==> config.mk <==
export PLATFORM = sky130hd
export DESIGN_NAME = multi_slot_timer_table
export DESIGN_NICKNAME = d
export VERILOG_FILES = /design/src/design/mtt_pkg.sv /design/src/design/mtt_slot_ram.sv /design/src/design/mtt_alu.sv /design/src/design/multi_slot_timer_table.sv
export SDC_FILE = /design/constraint.sdc
export NUM_CORES = 2
export LEC_CHECK = 0
export BUFFER_PORTS_ARGS = -buffer_cell sky130_fd_sc_hd__buf_2
export CORE_ASPECT_RATIO = 1.25
export CORE_MARGIN = 2
export CORE_UTILIZATION = 50
export DETAILED_ROUTE_END_ITERATION = 8
export GPL_ROUTABILITY_DRIVEN = 1
export PLACE_DENSITY = 0.67
export RECOVER_POWER = 25
export REMOVE_ABC_BUFFERS = 1
export SLEW_MARGIN = 20
export SYNTH_ARGS = -nofsm -noshare
export SYNTH_HDL_FRONTEND = slang
export SYNTH_SLANG_ARGS = --single-unit
==> constraint.sdc <==
create_clock -name i_clk -period 7.7 [get_ports i_clk]
set_input_delay 1.54 -clock i_clk [delete_from_list [all_inputs] [get_ports i_clk]]
set_output_delay 1.54 -clock i_clk [all_outputs]
set_load 0.02 [all_outputs]
==> src/design/mtt_pkg.sv <==
`default_nettype none

package mtt_pkg;

    localparam int DEF_TIMER_SLOTS = 16;
    localparam int MAX_RESULTS     = 16;
    localparam int FIRE_W          = $clog2(MAX_RESULTS + 1);
    localparam int TIME_W          = 32;
    localparam int SLOT_FIELD_W    = 4;
    localparam int MODE_W          = 3;
    localparam int IN_DATA_W       = 72;
    localparam int OUT_DATA_W      = 8;

    typedef enum logic [MODE_W-1:0] {
        MODE_ALLOC = 3'd0,
        MODE_FREE  = 3'd1,
        MODE_START = 3'd2,
        MODE_STOP  = 3'd3,
        MODE_CHPER = 3'd4,
        MODE_TICK  = 3'd5
    } t_mode;

    localparam logic KIND_ACK  = 1'b0;
    localparam logic KIND_FIRE = 1'b1;

    typedef enum logic [3:0] {
        S_IDLE,
        S_ALLOC,
        S_OP_CHK,
        S_OP_EXE,
        S_ACK,
        S_TICK_RD,
        S_TICK_CMP,
        S_TICK_RLD,
        S_TICK_PUSH,
        S_TICK_END
    } t_state;

    typedef struct packed {
        logic              reload;
        logic [TIME_W-1:0] period;
        logic [TIME_W-1:0] expiry;
    } t_slot_rec;

endpackage

`default_nettype wire

==> src/design/mtt_slot_ram.sv <==
`default_nettype none

module mtt_slot_ram #(
    parameter int DEPTH  = 16,
    parameter int ADDR_W = 4
) (
    input  wire logic              i_clk,
    input  wire logic              i_we,
    input  wire logic [ADDR_W-1:0] i_waddr,
    input  wire mtt_pkg::t_slot_rec i_wdata,
    input  wire logic              i_re,
    input  wire logic [ADDR_W-1:0] i_raddr,
    output mtt_pkg::t_slot_rec     o_rdata
);
    import mtt_pkg::*;

    t_slot_rec r_mem [DEPTH];
    t_slot_rec r_rdata;

    always_ff @(posedge i_clk) begin
        if (i_we) begin
            r_mem[i_waddr] <= i_wdata;
        end
    end

    always_ff @(posedge i_clk) begin
        if (i_re) begin
            r_rdata <= r_mem[i_raddr];
        end
    end

    assign o_rdata = r_rdata;

endmodule

`default_nettype wire

==> src/design/mtt_alu.sv <==
`default_nettype none

module mtt_alu (
    input  wire logic [mtt_pkg::TIME_W-1:0] i_a,
    input  wire logic [mtt_pkg::TIME_W-1:0] i_b,
    input  wire logic                       i_sub,
    output logic      [mtt_pkg::TIME_W-1:0] o_sum,
    output logic                            o_neg
);
    import mtt_pkg::*;

    logic [TIME_W-1:0] b_op;

    // Subtract as add of the complement plus one
    assign b_op  = i_sub ? ~i_b : i_b;
    assign o_sum = i_a + b_op + TIME_W'(i_sub);
    assign o_neg = o_sum[TIME_W-1];

endmodule

`default_nettype wire

==> src/design/multi_slot_timer_table.sv <==
`default_nettype none

// Timer slot table with one-shot and auto-reload timers.
// Slave channel carries one request: tuser holds the operation (allocate, free,
// start, stop, change period, tick) and tdata the slot, period, reload flag
// and the current millisecond time. Master channel returns results: tuser says
// acknowledge or fire, tdata gives slot and success, tlast marks the final
// result of a request. Ticks with nothing expired, and unknown operations,
// give no result.
// One request is worked on at a time; tready is high only while idle.
// Free and stop are checked and acknowledged; start and change period also
// read and rewrite the slot record first; allocate searches for a free slot
// (the search walks the used marks one per cycle). A tick walks the slots in
// order, passing over unused or stopped slots one per cycle; each used and
// running slot is read from the slot RAM and compared on the shared adder, and
// an expired one is re-armed if it reloads and then pushed; a close step sends
// the last fire. A tick yields at most 16 fire results; stalls hold any push.
// Results leave through a single output register; when the receiver stalls
// the sequencer holds before pushing the next result, so nothing is lost.
// Synchronous reset clears the used and running marks and the output; period,
// expiry and reload live in RAM and are written by allocate before use.
module multi_slot_timer_table #(
    parameter int TIMER_SLOTS = mtt_pkg::DEF_TIMER_SLOTS
) (
    input  wire logic                           i_clk,
    input  wire logic                           i_rst_n,
    input  wire logic                           i_s_tvalid,
    output logic                                o_s_tready,
    // [3:0] slot_index, [35:4] new_period, [36] reload_mode, [68:37] now_time
    input  wire logic [mtt_pkg::IN_DATA_W-1:0]  i_s_tdata,
    // [2:0] mode
    input  wire logic [mtt_pkg::MODE_W-1:0]     i_s_tuser,
    output logic                                o_m_tvalid,
    input  wire logic                           i_m_tready,
    // [3:0] result_slot, [4] success
    output logic      [mtt_pkg::OUT_DATA_W-1:0] o_m_tdata,
    output logic                                o_m_tlast,
    // [0] result_kind
    output logic                                o_m_tuser
);
    import mtt_pkg::*;

    localparam int SLOT_W = (TIMER_SLOTS > 1) ? $clog2(TIMER_SLOTS) : 1;
    localparam int CNT_W  = $clog2(TIMER_SLOTS + 1);

    // Sequencer and request registers
    t_state                  r_state, n_state;
    t_mode                   r_mode, n_mode;
    logic [SLOT_FIELD_W-1:0] r_idx, n_idx;
    logic [TIME_W-1:0]       r_period, n_period;
    logic                    r_reload, n_reload;
    logic [TIME_W-1:0]       r_now, n_now;
    logic [CNT_W-1:0]        r_cnt, n_cnt;
    logic [FIRE_W-1:0]       r_fires, n_fires;

    // Slot flags held in flops so reset clears them at once
    logic [TIMER_SLOTS-1:0]  r_used, n_used;
    logic [TIMER_SLOTS-1:0]  r_running, n_running;

    // Pending fire result, held until it is known whether it is the last
    logic                    r_pend_valid, n_pend_valid;
    logic [SLOT_FIELD_W-1:0] r_pend_slot, n_pend_slot;
    logic [SLOT_FIELD_W-1:0] r_ack_slot, n_ack_slot;
    logic                    r_ack_ok, n_ack_ok;

    // Output register
    logic                    r_out_valid, n_out_valid;
    logic                    r_out_kind, n_out_kind;
    logic [SLOT_FIELD_W-1:0] r_out_slot, n_out_slot;
    logic                    r_out_ok, n_out_ok;
    logic                    r_out_last, n_out_last;

    // Slot RAM and shared adder
    logic                    ram_we, ram_re;
    logic [SLOT_W-1:0]       ram_waddr, ram_raddr;
    t_slot_rec               ram_wdata, ram_rdata;
    logic [TIME_W-1:0]       alu_b, alu_sum;
    logic                    alu_sub, alu_neg;

    logic                    out_free;
    logic                    s_accept;
    logic [SLOT_W-1:0]       cnt_addr, idx_addr;
    logic                    cnt_end, idx_ok;

    mtt_slot_ram #(
        .DEPTH  (TIMER_SLOTS),
        .ADDR_W (SLOT_W)
    ) u_ram (
        .i_clk   (i_clk),
        .i_we    (ram_we),
        .i_waddr (ram_waddr),
        .i_wdata (ram_wdata),
        .i_re    (ram_re),
        .i_raddr (ram_raddr),
        .o_rdata (ram_rdata)
    );

    mtt_alu u_alu (
        .i_a   (r_now),
        .i_b   (alu_b),
        .i_sub (alu_sub),
        .o_sum (alu_sum),
        .o_neg (alu_neg)
    );

    assign o_s_tready = (r_state == S_IDLE);
    assign s_accept   = i_s_tvalid && o_s_tready;
    assign out_free   = !r_out_valid || i_m_tready;
    assign cnt_addr   = r_cnt[SLOT_W-1:0];
    assign idx_addr   = SLOT_W'(r_idx);
    assign cnt_end    = (r_cnt == CNT_W'(TIMER_SLOTS));
    assign idx_ok     = (7'(r_idx) < 7'(TIMER_SLOTS));

    always_ff @(posedge i_clk) begin
        if (!i_rst_n) begin
            r_state      <= S_IDLE;
            r_used       <= '0;
            r_running    <= '0;
            r_pend_valid <= 1'b0;
            r_out_valid  <= 1'b0;
            r_cnt        <= '0;
            r_fires      <= '0;
        end else begin
            r_state      <= n_state;
            r_used       <= n_used;
            r_running    <= n_running;
            r_pend_valid <= n_pend_valid;
            r_out_valid  <= n_out_valid;
            r_cnt        <= n_cnt;
            r_fires      <= n_fires;
        end
    end

    always_ff @(posedge i_clk) begin
        r_mode      <= n_mode;
        r_idx       <= n_idx;
        r_period    <= n_period;
        r_reload    <= n_reload;
        r_now       <= n_now;
        r_pend_slot <= n_pend_slot;
        r_ack_slot  <= n_ack_slot;
        r_ack_ok    <= n_ack_ok;
        r_out_kind  <= n_out_kind;
        r_out_slot  <= n_out_slot;
        r_out_ok    <= n_out_ok;
        r_out_last  <= n_out_last;
    end

    always_comb begin
        n_state      = r_state;
        n_mode       = r_mode;
        n_idx        = r_idx;
        n_period     = r_period;
        n_reload     = r_reload;
        n_now        = r_now;
        n_cnt        = r_cnt;
        n_fires      = r_fires;
        n_used       = r_used;
        n_running    = r_running;
        n_pend_valid = r_pend_valid;
        n_pend_slot  = r_pend_slot;
        n_ack_slot   = r_ack_slot;
        n_ack_ok     = r_ack_ok;
        // Drop the output once taken
        n_out_valid  = r_out_valid && !i_m_tready;
        n_out_kind   = r_out_kind;
        n_out_slot   = r_out_slot;
        n_out_ok     = r_out_ok;
        n_out_last   = r_out_last;

        ram_we    = 1'b0;
        ram_waddr = cnt_addr;
        ram_wdata = ram_rdata;
        ram_re    = 1'b0;
        ram_raddr = cnt_addr;
        alu_b     = ram_rdata.period;
        alu_sub   = 1'b0;

        unique case (r_state)
            S_IDLE: begin
                if (s_accept) begin
                    n_mode   = t_mode'(i_s_tuser);
                    n_idx    = i_s_tdata[3:0];
                    n_period = i_s_tdata[35:4];
                    n_reload = i_s_tdata[36];
                    n_now    = i_s_tdata[68:37];
                    n_cnt    = '0;
                    n_fires  = '0;
                    unique case (t_mode'(i_s_tuser))
                        MODE_ALLOC: n_state = S_ALLOC;
                        MODE_FREE,
                        MODE_START,
                        MODE_STOP,
                        MODE_CHPER: n_state = S_OP_CHK;
                        MODE_TICK:  n_state = S_TICK_RD;
                        default:    n_state = S_IDLE;
                    endcase
                end
            end

            S_ALLOC: begin
                if (cnt_end) begin
                    n_ack_slot = '0;
                    n_ack_ok   = 1'b0;
                    n_state    = S_ACK;
                end else if (!r_used[cnt_addr]) begin
                    n_used[cnt_addr]    = 1'b1;
                    n_running[cnt_addr] = 1'b0;
                    ram_we           = 1'b1;
                    ram_waddr        = cnt_addr;
                    ram_wdata.reload = r_reload;
                    ram_wdata.period = r_period;
                    ram_wdata.expiry = '0;
                    n_ack_slot       = SLOT_FIELD_W'(r_cnt);
                    n_ack_ok         = 1'b1;
                    n_state          = S_ACK;
                end else begin
                    n_cnt = r_cnt + 1'b1;
                end
            end

            S_OP_CHK: begin
                n_ack_slot = r_idx;
                n_ack_ok   = 1'b0;
                n_state    = S_ACK;
                if (idx_ok && r_used[idx_addr]) begin
                    n_ack_ok = 1'b1;
                    unique case (r_mode)
                        MODE_FREE: begin
                            n_used[idx_addr]    = 1'b0;
                            n_running[idx_addr] = 1'b0;
                        end
                        MODE_STOP: begin
                            n_running[idx_addr] = 1'b0;
                        end
                        default: begin
                            // Start and change period rewrite the slot record
                            ram_re    = 1'b1;
                            ram_raddr = idx_addr;
                            n_state   = S_OP_EXE;
                        end
                    endcase
                end
            end

            S_OP_EXE: begin
                ram_we    = 1'b1;
                ram_waddr = idx_addr;
                if (r_mode == MODE_START) begin
                    alu_b               = ram_rdata.period;
                    ram_wdata.expiry    = alu_sum;
                    n_running[idx_addr] = 1'b1;
                end else begin
                    alu_b            = r_period;
                    ram_wdata.period = r_period;
                    if (r_running[idx_addr]) begin
                        ram_wdata.expiry = alu_sum;
                    end
                end
                n_state = S_ACK;
            end

            S_ACK: begin
                if (out_free) begin
                    n_out_valid = 1'b1;
                    n_out_kind  = KIND_ACK;
                    n_out_slot  = r_ack_slot;
                    n_out_ok    = r_ack_ok;
                    n_out_last  = 1'b1;
                    n_state     = S_IDLE;
                end
            end

            S_TICK_RD: begin
                if (cnt_end || (r_fires == FIRE_W'(MAX_RESULTS))) begin
                    n_state = S_TICK_END;
                end else if (r_used[cnt_addr] && r_running[cnt_addr]) begin
                    ram_re    = 1'b1;
                    ram_raddr = cnt_addr;
                    n_state   = S_TICK_CMP;
                end else begin
                    n_cnt = r_cnt + 1'b1;
                end
            end

            S_TICK_CMP: begin
                // Expired when now minus expiry is not negative
                alu_b   = ram_rdata.expiry;
                alu_sub = 1'b1;
                if (alu_neg) begin
                    n_cnt   = r_cnt + 1'b1;
                    n_state = S_TICK_RD;
                end else if (ram_rdata.reload) begin
                    n_state = S_TICK_RLD;
                end else begin
                    n_running[cnt_addr] = 1'b0;
                    n_state             = S_TICK_PUSH;
                end
            end

            S_TICK_RLD: begin
                // Re-arm at now plus period
                alu_b            = ram_rdata.period;
                ram_we           = 1'b1;
                ram_waddr        = cnt_addr;
                ram_wdata.expiry = alu_sum;
                n_state          = S_TICK_PUSH;
            end

            S_TICK_PUSH: begin
                // Push the earlier fire (not last), then hold this one
                if (!r_pend_valid || out_free) begin
                    if (r_pend_valid) begin
                        n_out_valid = 1'b1;
                        n_out_kind  = KIND_FIRE;
                        n_out_slot  = r_pend_slot;
                        n_out_ok    = 1'b1;
                        n_out_last  = 1'b0;
                    end
                    n_pend_valid = 1'b1;
                    n_pend_slot  = SLOT_FIELD_W'(r_cnt);
                    n_fires      = r_fires + 1'b1;
                    n_cnt        = r_cnt + 1'b1;
                    n_state      = S_TICK_RD;
                end
            end

            S_TICK_END: begin
                if (!r_pend_valid) begin
                    n_state = S_IDLE;
                end else if (out_free) begin
                    n_out_valid  = 1'b1;
                    n_out_kind   = KIND_FIRE;
                    n_out_slot   = r_pend_slot;
                    n_out_ok     = 1'b1;
                    n_out_last   = 1'b1;
                    n_pend_valid = 1'b0;
                    n_state      = S_IDLE;
                end
            end

            default: begin
                n_state = S_IDLE;
            end
        endcase
    end

    assign o_m_tvalid = r_out_valid;
    assign o_m_tdata  = {3'b000, r_out_ok, r_out_slot};
    assign o_m_tlast  = r_out_last;
    assign o_m_tuser  = r_out_kind;

`ifndef ASSERT_OFF
    a_fire_ok: assert property (@(posedge i_clk) disable iff (!i_rst_n)
        (o_m_tvalid && (o_m_tuser == KIND_FIRE)) |-> o_m_tdata[4])
        else $error("fire result without success");

    a_run_used: assert property (@(posedge i_clk) disable iff (!i_rst_n)
        ((r_running & ~r_used) == '0))
        else $error("running slot not marked used");

    a_fire_cap: assert property (@(posedge i_clk) disable iff (!i_rst_n)
        (r_fires <= FIRE_W'(MAX_RESULTS)))
        else $error("tick fired more results than allowed");

    a_reset_out: assert property (@(posedge i_clk)
        !i_rst_n |=> !o_m_tvalid)
        else $error("output valid after reset");
`endif

endmodule

`default_nettype wire
; Word-level counts from Yosys, hierarchy flattened
; Memories as Yosys holds them, arrays and structs flattened. A register that Yosys moved wholly into a read port is not among the register bits.
; Cells that the tools add are included.
[totals]
wordCells = 217
out_inout_bits = 12
mem_count = 1
inputBits = 79
ram_bits = 1040
latchBits = 0
romBits = 0
reg_bits = 136
[op_classes]
div_mod_pow = 0
n_bitwise = 8
reduce_logical = 33
add_sub_neg = 4
n_mul = 0
shifts = 0
n_mux = 109
n_lt_le_gt_ge = 4
n_eq_ne = 39
[memory_table]
columns = memory, depth, word_bits, rd, rd_ports_with_merged_regs, wr, line_no
row1 = u_ram.r_mem, 16, 65, 1, 1, 1, mtt_slot_ram.sv:17  ; t_slot_rec r_mem [DEPTH];
[ops]
columns = operator, count
row1 = 16-bit two-way mux, 11
row2 = 65-bit two-way mux, 2
row3 = 32-bit two-way mux, 4
row4 = 32-bit one-hot mux with 2 select lines, 2
row5 = 32-bit one-hot mux with 3 select lines, 1
row6 = 4-bit two-way mux, 21
row7 = 16-bit one-hot mux with 4 select lines, 1
row8 = 16-bit AND, 3
row9 = 5-bit two-way mux, 8
row10 = 4-bit one-hot mux with 10 select lines, 1
row11 = 1-bit two-way mux, 36
row12 = "2-bit inequality test, second input constant", 17
row13 = 32-bit by 1-bit adder with 32-bit output, 1
row14 = 32-bit adder, 1
row15 = 16-bit NOT, 2
row16 = 32-bit NOT, 1
row17 = 16-bit OR, 2
row18 = 16-bit one-hot mux with 2 select lines, 1
row19 = 5-bit one-hot mux with 5 select lines, 1
row20 = 1-bit binary-select mux with 4-bit select, 4
row21 = "4-bit by 3-bit equality test with 1-bit output, second input constant", 4
row22 = 8-bit AND reduction, 2
row23 = "3-bit by 2-bit equality test with 1-bit output, second input constant", 4
row24 = 1-bit one-hot mux with 3 select lines, 4
row25 = 34 further kinds, 63

; Longest topological paths before layout
[logic_depth]
word_depth = 10
mapped_depth = 21
mapped_depth_nobuf = 17

; Modules after synthesis
; From an unflattened synthesis, not the netlist that was laid out.
[unflattened]
cells_unflattened = 2790
hier_area_um2 = 50948.9
[modules_own_cells]
columns = mod, cells_per_inst, area_each_um2, instances, seq_area_each_um2
row1 = mtt_slot_ram, 1673, 40894.2, 1, 33181.8
row2 = multi_slot_timer_table, 823, 7868.8, 1, 3603.5
row3 = mtt_alu, 294, 2185.8, 1, 0.0

; Worst setup path after synthesis
; OpenSTA, ideal clock, no wires.
[synth_path]
path_kind = register to register
from = reg r_cnt[0]
to = reg, netlist name u_ram.o_rdata[0]
required_time_ns = 7.116
slack_ns = 0.502
stages_incl_launch_ff = 9
t_arrival_ns = 6.614
cell_sequence = dfxtp_1 -> buf_2 -> buf_2 -> inv_1 -> ha_1 -> clkbuf_1 -> and3_1 -> or2_2 -> o31ai_1
[synth_via]
elab_chain_cells = 6
elab_cells_between_ends = 13
classes_between = eq/ne (1) / mux (10) / reduce/logical (2)
[synth_rtl]
columns = element, line_no
row1 = "start, declared", multi_slot_timer_table.sv:53  ; logic [CNT_W-1:0] r_cnt, n_cnt;
row2 = "start signal, assigned", multi_slot_timer_table.sv:129  ; r_cnt <= n_cnt;
row3 = 1-bit binary-select mux with 4-bit select, multi_slot_timer_table.sv:277  ; end else if (r_used[cnt_addr] && r_running[cnt_addr]) begin
row4 = 1-bit two-way mux (implied by the code), multi_slot_timer_table.sv:277
row5 = 1-bit logical AND, multi_slot_timer_table.sv:277
row6 = 1-bit two-way mux, multi_slot_timer_table.sv:277
row7 = 1-bit two-way mux *, multi_slot_timer_table.sv:275  ; if (cnt_end || (r_fires == FIRE_W'(MAX_RESULTS))) begin
row8 = 1-bit one-hot mux with 2 select lines *, multi_slot_timer_table.sv:179  ; unique case (r_state)
row9 = named net ram_re, multi_slot_timer_table.sv:74  ; logic ram_we, ram_re;
; Mark *: on every way through the listed nets, which the timed path passes. The rest lies on a longest branch. The select of a mux whose other input is x is not followed.
; A chain may end at the register's enable or synchronous reset.

; Worst setup path after layout
[layout_path]
from = reg r_cnt[1]
to = reg, netlist name u_ram.o_rdata[3]
[layout_via]
elab_chain_cells = 6
elab_cells_between_ends = 13
classes_between = eq/ne (1) / mux (10) / reduce/logical (2)
[layout_rtl]
columns = element, line_no
row1 = 1-bit binary-select mux with 4-bit select, multi_slot_timer_table.sv:277
row2 = 1-bit two-way mux (implied by the code), multi_slot_timer_table.sv:277
row3 = 1-bit logical AND, multi_slot_timer_table.sv:277
row4 = 1-bit two-way mux, multi_slot_timer_table.sv:277
row5 = 1-bit two-way mux *, multi_slot_timer_table.sv:275
row6 = 1-bit one-hot mux with 2 select lines *, multi_slot_timer_table.sv:179
row7 = named net ram_re, multi_slot_timer_table.sv:74
; Marked as above.

==> impl_summary.md <==
Status
The run finished, with violations left. The checks that failed: max-capacitance violations, max-slew violations.

Global route
For this run the aggregate overflow at the end of global routing stands at 0. For this run, the total global-route usage over all layers was measured as 0.2497. The number of antenna violations at the first check in global routing is 3. The via count of the first global-routing pass is 28.82k.

The largest net degree at the start of global routing is 115. The first global-routing pass estimated approximately 190,000 um of wire.

Critical path
The type of the setup path with the least slack is reg2reg. The critical path endpoint is u_ram.o_rdata[3]. The worst setup path is launched from a flip-flop. For the worst setup path, the data arrival time is 7.04 ns. The worst register-to-register path begins at r_cnt[1]. Setup slack on the worst reg-to-reg path comes out at roughly 1.0 ns. Measured in cells, the most critical reg-to-reg path has a length of 8. Tracing the worst setup path back leads to its startpoint at r_cnt[1]. STA classifies the critical path endpoint as a flip-flop. The worst register-to-register path ends at u_ram.o_rdata[3]. For the worst setup path, the data required time is 8.04 ns. The maximum fanout along the worst path is 39.

Power and ir drop
The peak ir drop on the vdd network is 0.1926 mV. The leakage power summed over all cells is 21.26 nW. Power spread over the standard cell area amounts to 261.4 nW/um^2.

Logic synthesis
Of the synthesized area, sequential elements account for 0.7252. For this run, the number of Yosys warnings is 0. The mapped netlist covers 50,720 sq um. The share of async-settable or async-resettable flops after synthesis is 0.

The cell count after synthesis came out at 3,091. The netlist uses 70 different library cells. Each instance of the synthesized netlist takes up on average between 15 and 20 sq um. Yosys mapped a number of flops with a built-in enable equal to 1,193.

The most used flip-flop cell after synthesis is edfxtp_1. Counting flops and latches in the post-synthesis netlist gives 1,241.

CTS
Buffers inserted to repair hold after CTS numbered 0. The setup fix buffers added after clock tree synthesis is 0. The number of buffers between clock root and the deepest sink is 3. The insertion delay of the later-clocked pin in the worst-skew pair is 0.74 ns. The total number of H-tree levels is 3. Clock tree synthesis inserted a total of around 120 buffers. The count of cells resized by post-cts repair is 0. The tree is rooted in a clkbuf_16. Clock tree synthesis found a total of 1,241 sinks. TritonCTS built the clock tree. The CTS clock-pin slew for the worst setup and hold paths is 0.07 ns.

Timing
The share of the cycle needed by the critical path after routing is 0.8699. The setup violation total in the final timing report is 0. Setup repair after global routing left no endpoint under its margin.

The highest clock frequency the design can meet is 0.1493 GHz. The total count of hold-check failures in the final report is 0. The total count of max-transition violations in the final report was slightly above 200.

The worst-margin pin slew is 3.329 ns. The time the final worst path needs with I/O delays and setup is around 6.7 ns. In this run the tightest slew margin relative to its limit is -1.219. The worst clock skew is 0.03878 ns.

Die
The number of placed I/O pins is 91. Row generation in the floorplan step produced between 100 and 150 rows. The placeable core area is 100,500 sq um. The starting utilization of the core area is 0.5046. The floorplan die width is 288.9 um. The die covers 104,000 sq um.

In this run the vertical extent of the chip is 360.1 um.

Finish
The fraction of final layout cells sized beyond drive strength 1 is 0.1242. The synthesis-to-layout area growth is 12.36%. The layout net count is 3,330. The design area is 56,990 sq um.

The end-of-flow core utilization is 0.5670.

Drt
In this run the remaining antenna-violating nets after routing total 0. The total wire length is 130,900 um. The first detailed-routing pass took 5 iterations. The violation count after the first detailed-route iteration is 3,237. The detail-routed via count per cell is around 6.3. Dividing the detail-routed wire length by the instance count gives about 28 um. For this run, design rule violations remaining after detail routing come to 0. The routed layout has 29.20k vias.

Placement
During placement, the flow inserted port buffers numbering between 80 and 90. The detailed-placement wirelength estimate is 70,100 um. The congestion estimate from routability-driven global placement came to 0.8948. The placed cell area is 53,040 sq um.

Flow run
The number of max-cap violations is 6.

Worst hold path
The min-delay analysis places its worst path in the category reg2reg.
how the worst min path moves through the flow:
stage / startpoint / end / slack, ns / cells after the start
floorplan: r_running[4] / r_running[4] / 0.45 / 2
global placement: r_running[1] / r_running[1] / 0.46 / 2
detailed placement: r_running[1] / r_running[1] / 0.47 / 2
CTS: r_running[1] / r_running[1] / 0.48 / 2
global route: r_running[2] / r_running[2] / 0.50 / 2
finish: r_running[5] / r_running[5] / 0.48 / 2
cells in the final DEF (no fill, tap or decap), types with 18 or more instances in the layout:
master     synthesis  layout
edfxtp_1        1193    1193
a21oi_1           33      33
mux2i_1          523     522
xor2_1            21      21
mux2_2            49      21
nor3_1            42      42
ha_1              43      43
o22ai_1          261     261
o21ai_0           94      75
mux4_2            20      20
buf_2             70      57
or4_1             65      65
o21ai_1            4      22
buf_12             0      21
clkinv_1           1      25
bufinv_16          0      20
a31oi_1           31      23
a21boi_0          22      22
clkbuf_16          0     117
nand2_1          103     103
clkinv_2           0      18
nor2_1            87      70
buf_4              7      69
dfxtp_1           48      48
clkbuf_1          66      48
mux2_1             0      28
a221o_1           18      18
nand3_1           31      31
inv_1             25      25
where the power goes:
group	total, W	internal (W)	switching (W)
Clock	0.00596	0.00346	0.00250
Sequential	0.00756	0.00749	0.0000686
Combinational	0.00138	0.000563	0.000817
Yosys cell counts (3+ instances only):
library cell,number,area share
or2_2,9,0.0011
nand3_1,31,0.0031
xor2_1,21,0.0036
buf_1,13,0.00096
a21o_1,15,0.0022
nand3b_1,3,0.00044
a221o_1,18,0.0036
o22ai_1,261,0.032
ha_1,43,0.011
or4_1,65,0.0096
nor3_1,42,0.0041
a31oi_1,31,0.0038
nand2_1,103,0.0076
o311a_1,4,0.00079
edfxtp_1,1193,0.71
nand4_1,9,0.0011
nor4_1,18,0.0022
o211ai_1,5,0.00074
o21a_1,6,0.00089
buf_6,31,0.0069
clkbuf_1,66,0.0049
and3_1,6,0.00074
mux2_2,49,0.011
a21oi_1,33,0.0033
nor2b_1,6,0.00074
inv_1,25,0.0019
o32ai_1,15,0.0026
o21ai_1,4,0.00039
a21boi_0,22,0.0033
o21ai_0,94,0.0093
mux4_2,20,0.0089
a31o_2,4,0.00069
a211oi_1,5,0.00074
and2_1,12,0.0015
nand2b_1,16,0.0020
dfxtp_1,48,0.019
buf_2,70,0.0069
nor2_1,87,0.0064
mux2i_1,523,0.10
or3_1,3,0.00037
xnor2_1,13,0.0022
a22o_1,7,0.0012
buf_4,7,0.0010
o31ai_1,4,0.00059
state kept, by name (all words and copies together), names as in the netlist, 3 cells and up:
name and count:
u_ram.r_mem 1040, u_ram.o_rdata 65, r_now 32, r_period 32, r_running 16, r_used 16
r_cnt 5, r_fires 5, idx_addr 4, r_ack_slot 4, r_out_slot 4, r_pend_slot 4
r_state 4, r_mode 3
worst max-delay path: stages, from the launching register on:
cell,delay (ns)
dfxtp_1,0.30
clkbuf_1,1.17
inv_1,0.62
ha_1,0.54
and3_1,0.30
or2_2,0.35
o31ai_1,0.25
clkbuf_1,1.75
buf_4,0.92
metrics by stage:
step | setup WS [ns] | setup TNS [ns] | cells | power [W] | hold slack [ns]
2_1_floorplan | -34.64 | -2251.45 | 2906 | 0.009808 | 0.4459
3_3_place_gp | 1.585 | 0 | 4403 | 0.009035 | 0.4577
3_5_place_dp | 1.413 | 0 | 4403 | 0.009068 | 0.4712
4_1_cts | 1.425 | 0 | 4615 | 0.01498 | 0.4794
5_1_grt | 0.8460 | 0 | 4621 | 0.01534 | 0.5037
6_report | 1.002 | 0 | 4622 | 0.01490 | 0.4789
cell type report:
cell class	count	area, sq um
antenna	1	2.502
fill	7699	43530
inverter	26	97.59
clock inverter	79	983.4
clock buffer	133	2988
multi-input combinational	1639	13110
sequential	1241	36790
timing repair buffer	183	1371
tap	1320	1652
layer usage:
| layer | vias to the layer above | share of wire | global-route usage |
|---|---|---|---|
| li1 | 12620 | - | - |
| met1 | 14950 | 0.40 | 0.3427 |
| met2 | 1412 | 0.49 | 0.4124 |
| met3 | 213 | 0.080 | 0.03587 |
| met4 | 4 | 0.027 | 0.07894 |
| met5 | - | 0.00020 | 0 |
kinds of logic (layout without fill, tap and decap cells):
group	after synthesis	count (layout)	share of synthesized area
flops	1241	1241	0.7252
mux	592	592	0.1230
compound gates	547	547	0.06954
simple gates	419	419	0.04270
buf+inv	213	421	0.02260
fa+ha+maj	44	44	0.01100
xor+xnor	34	34	0.005871
other cells	1	4	0.00007393
Power figures use the tool's default switching activity.
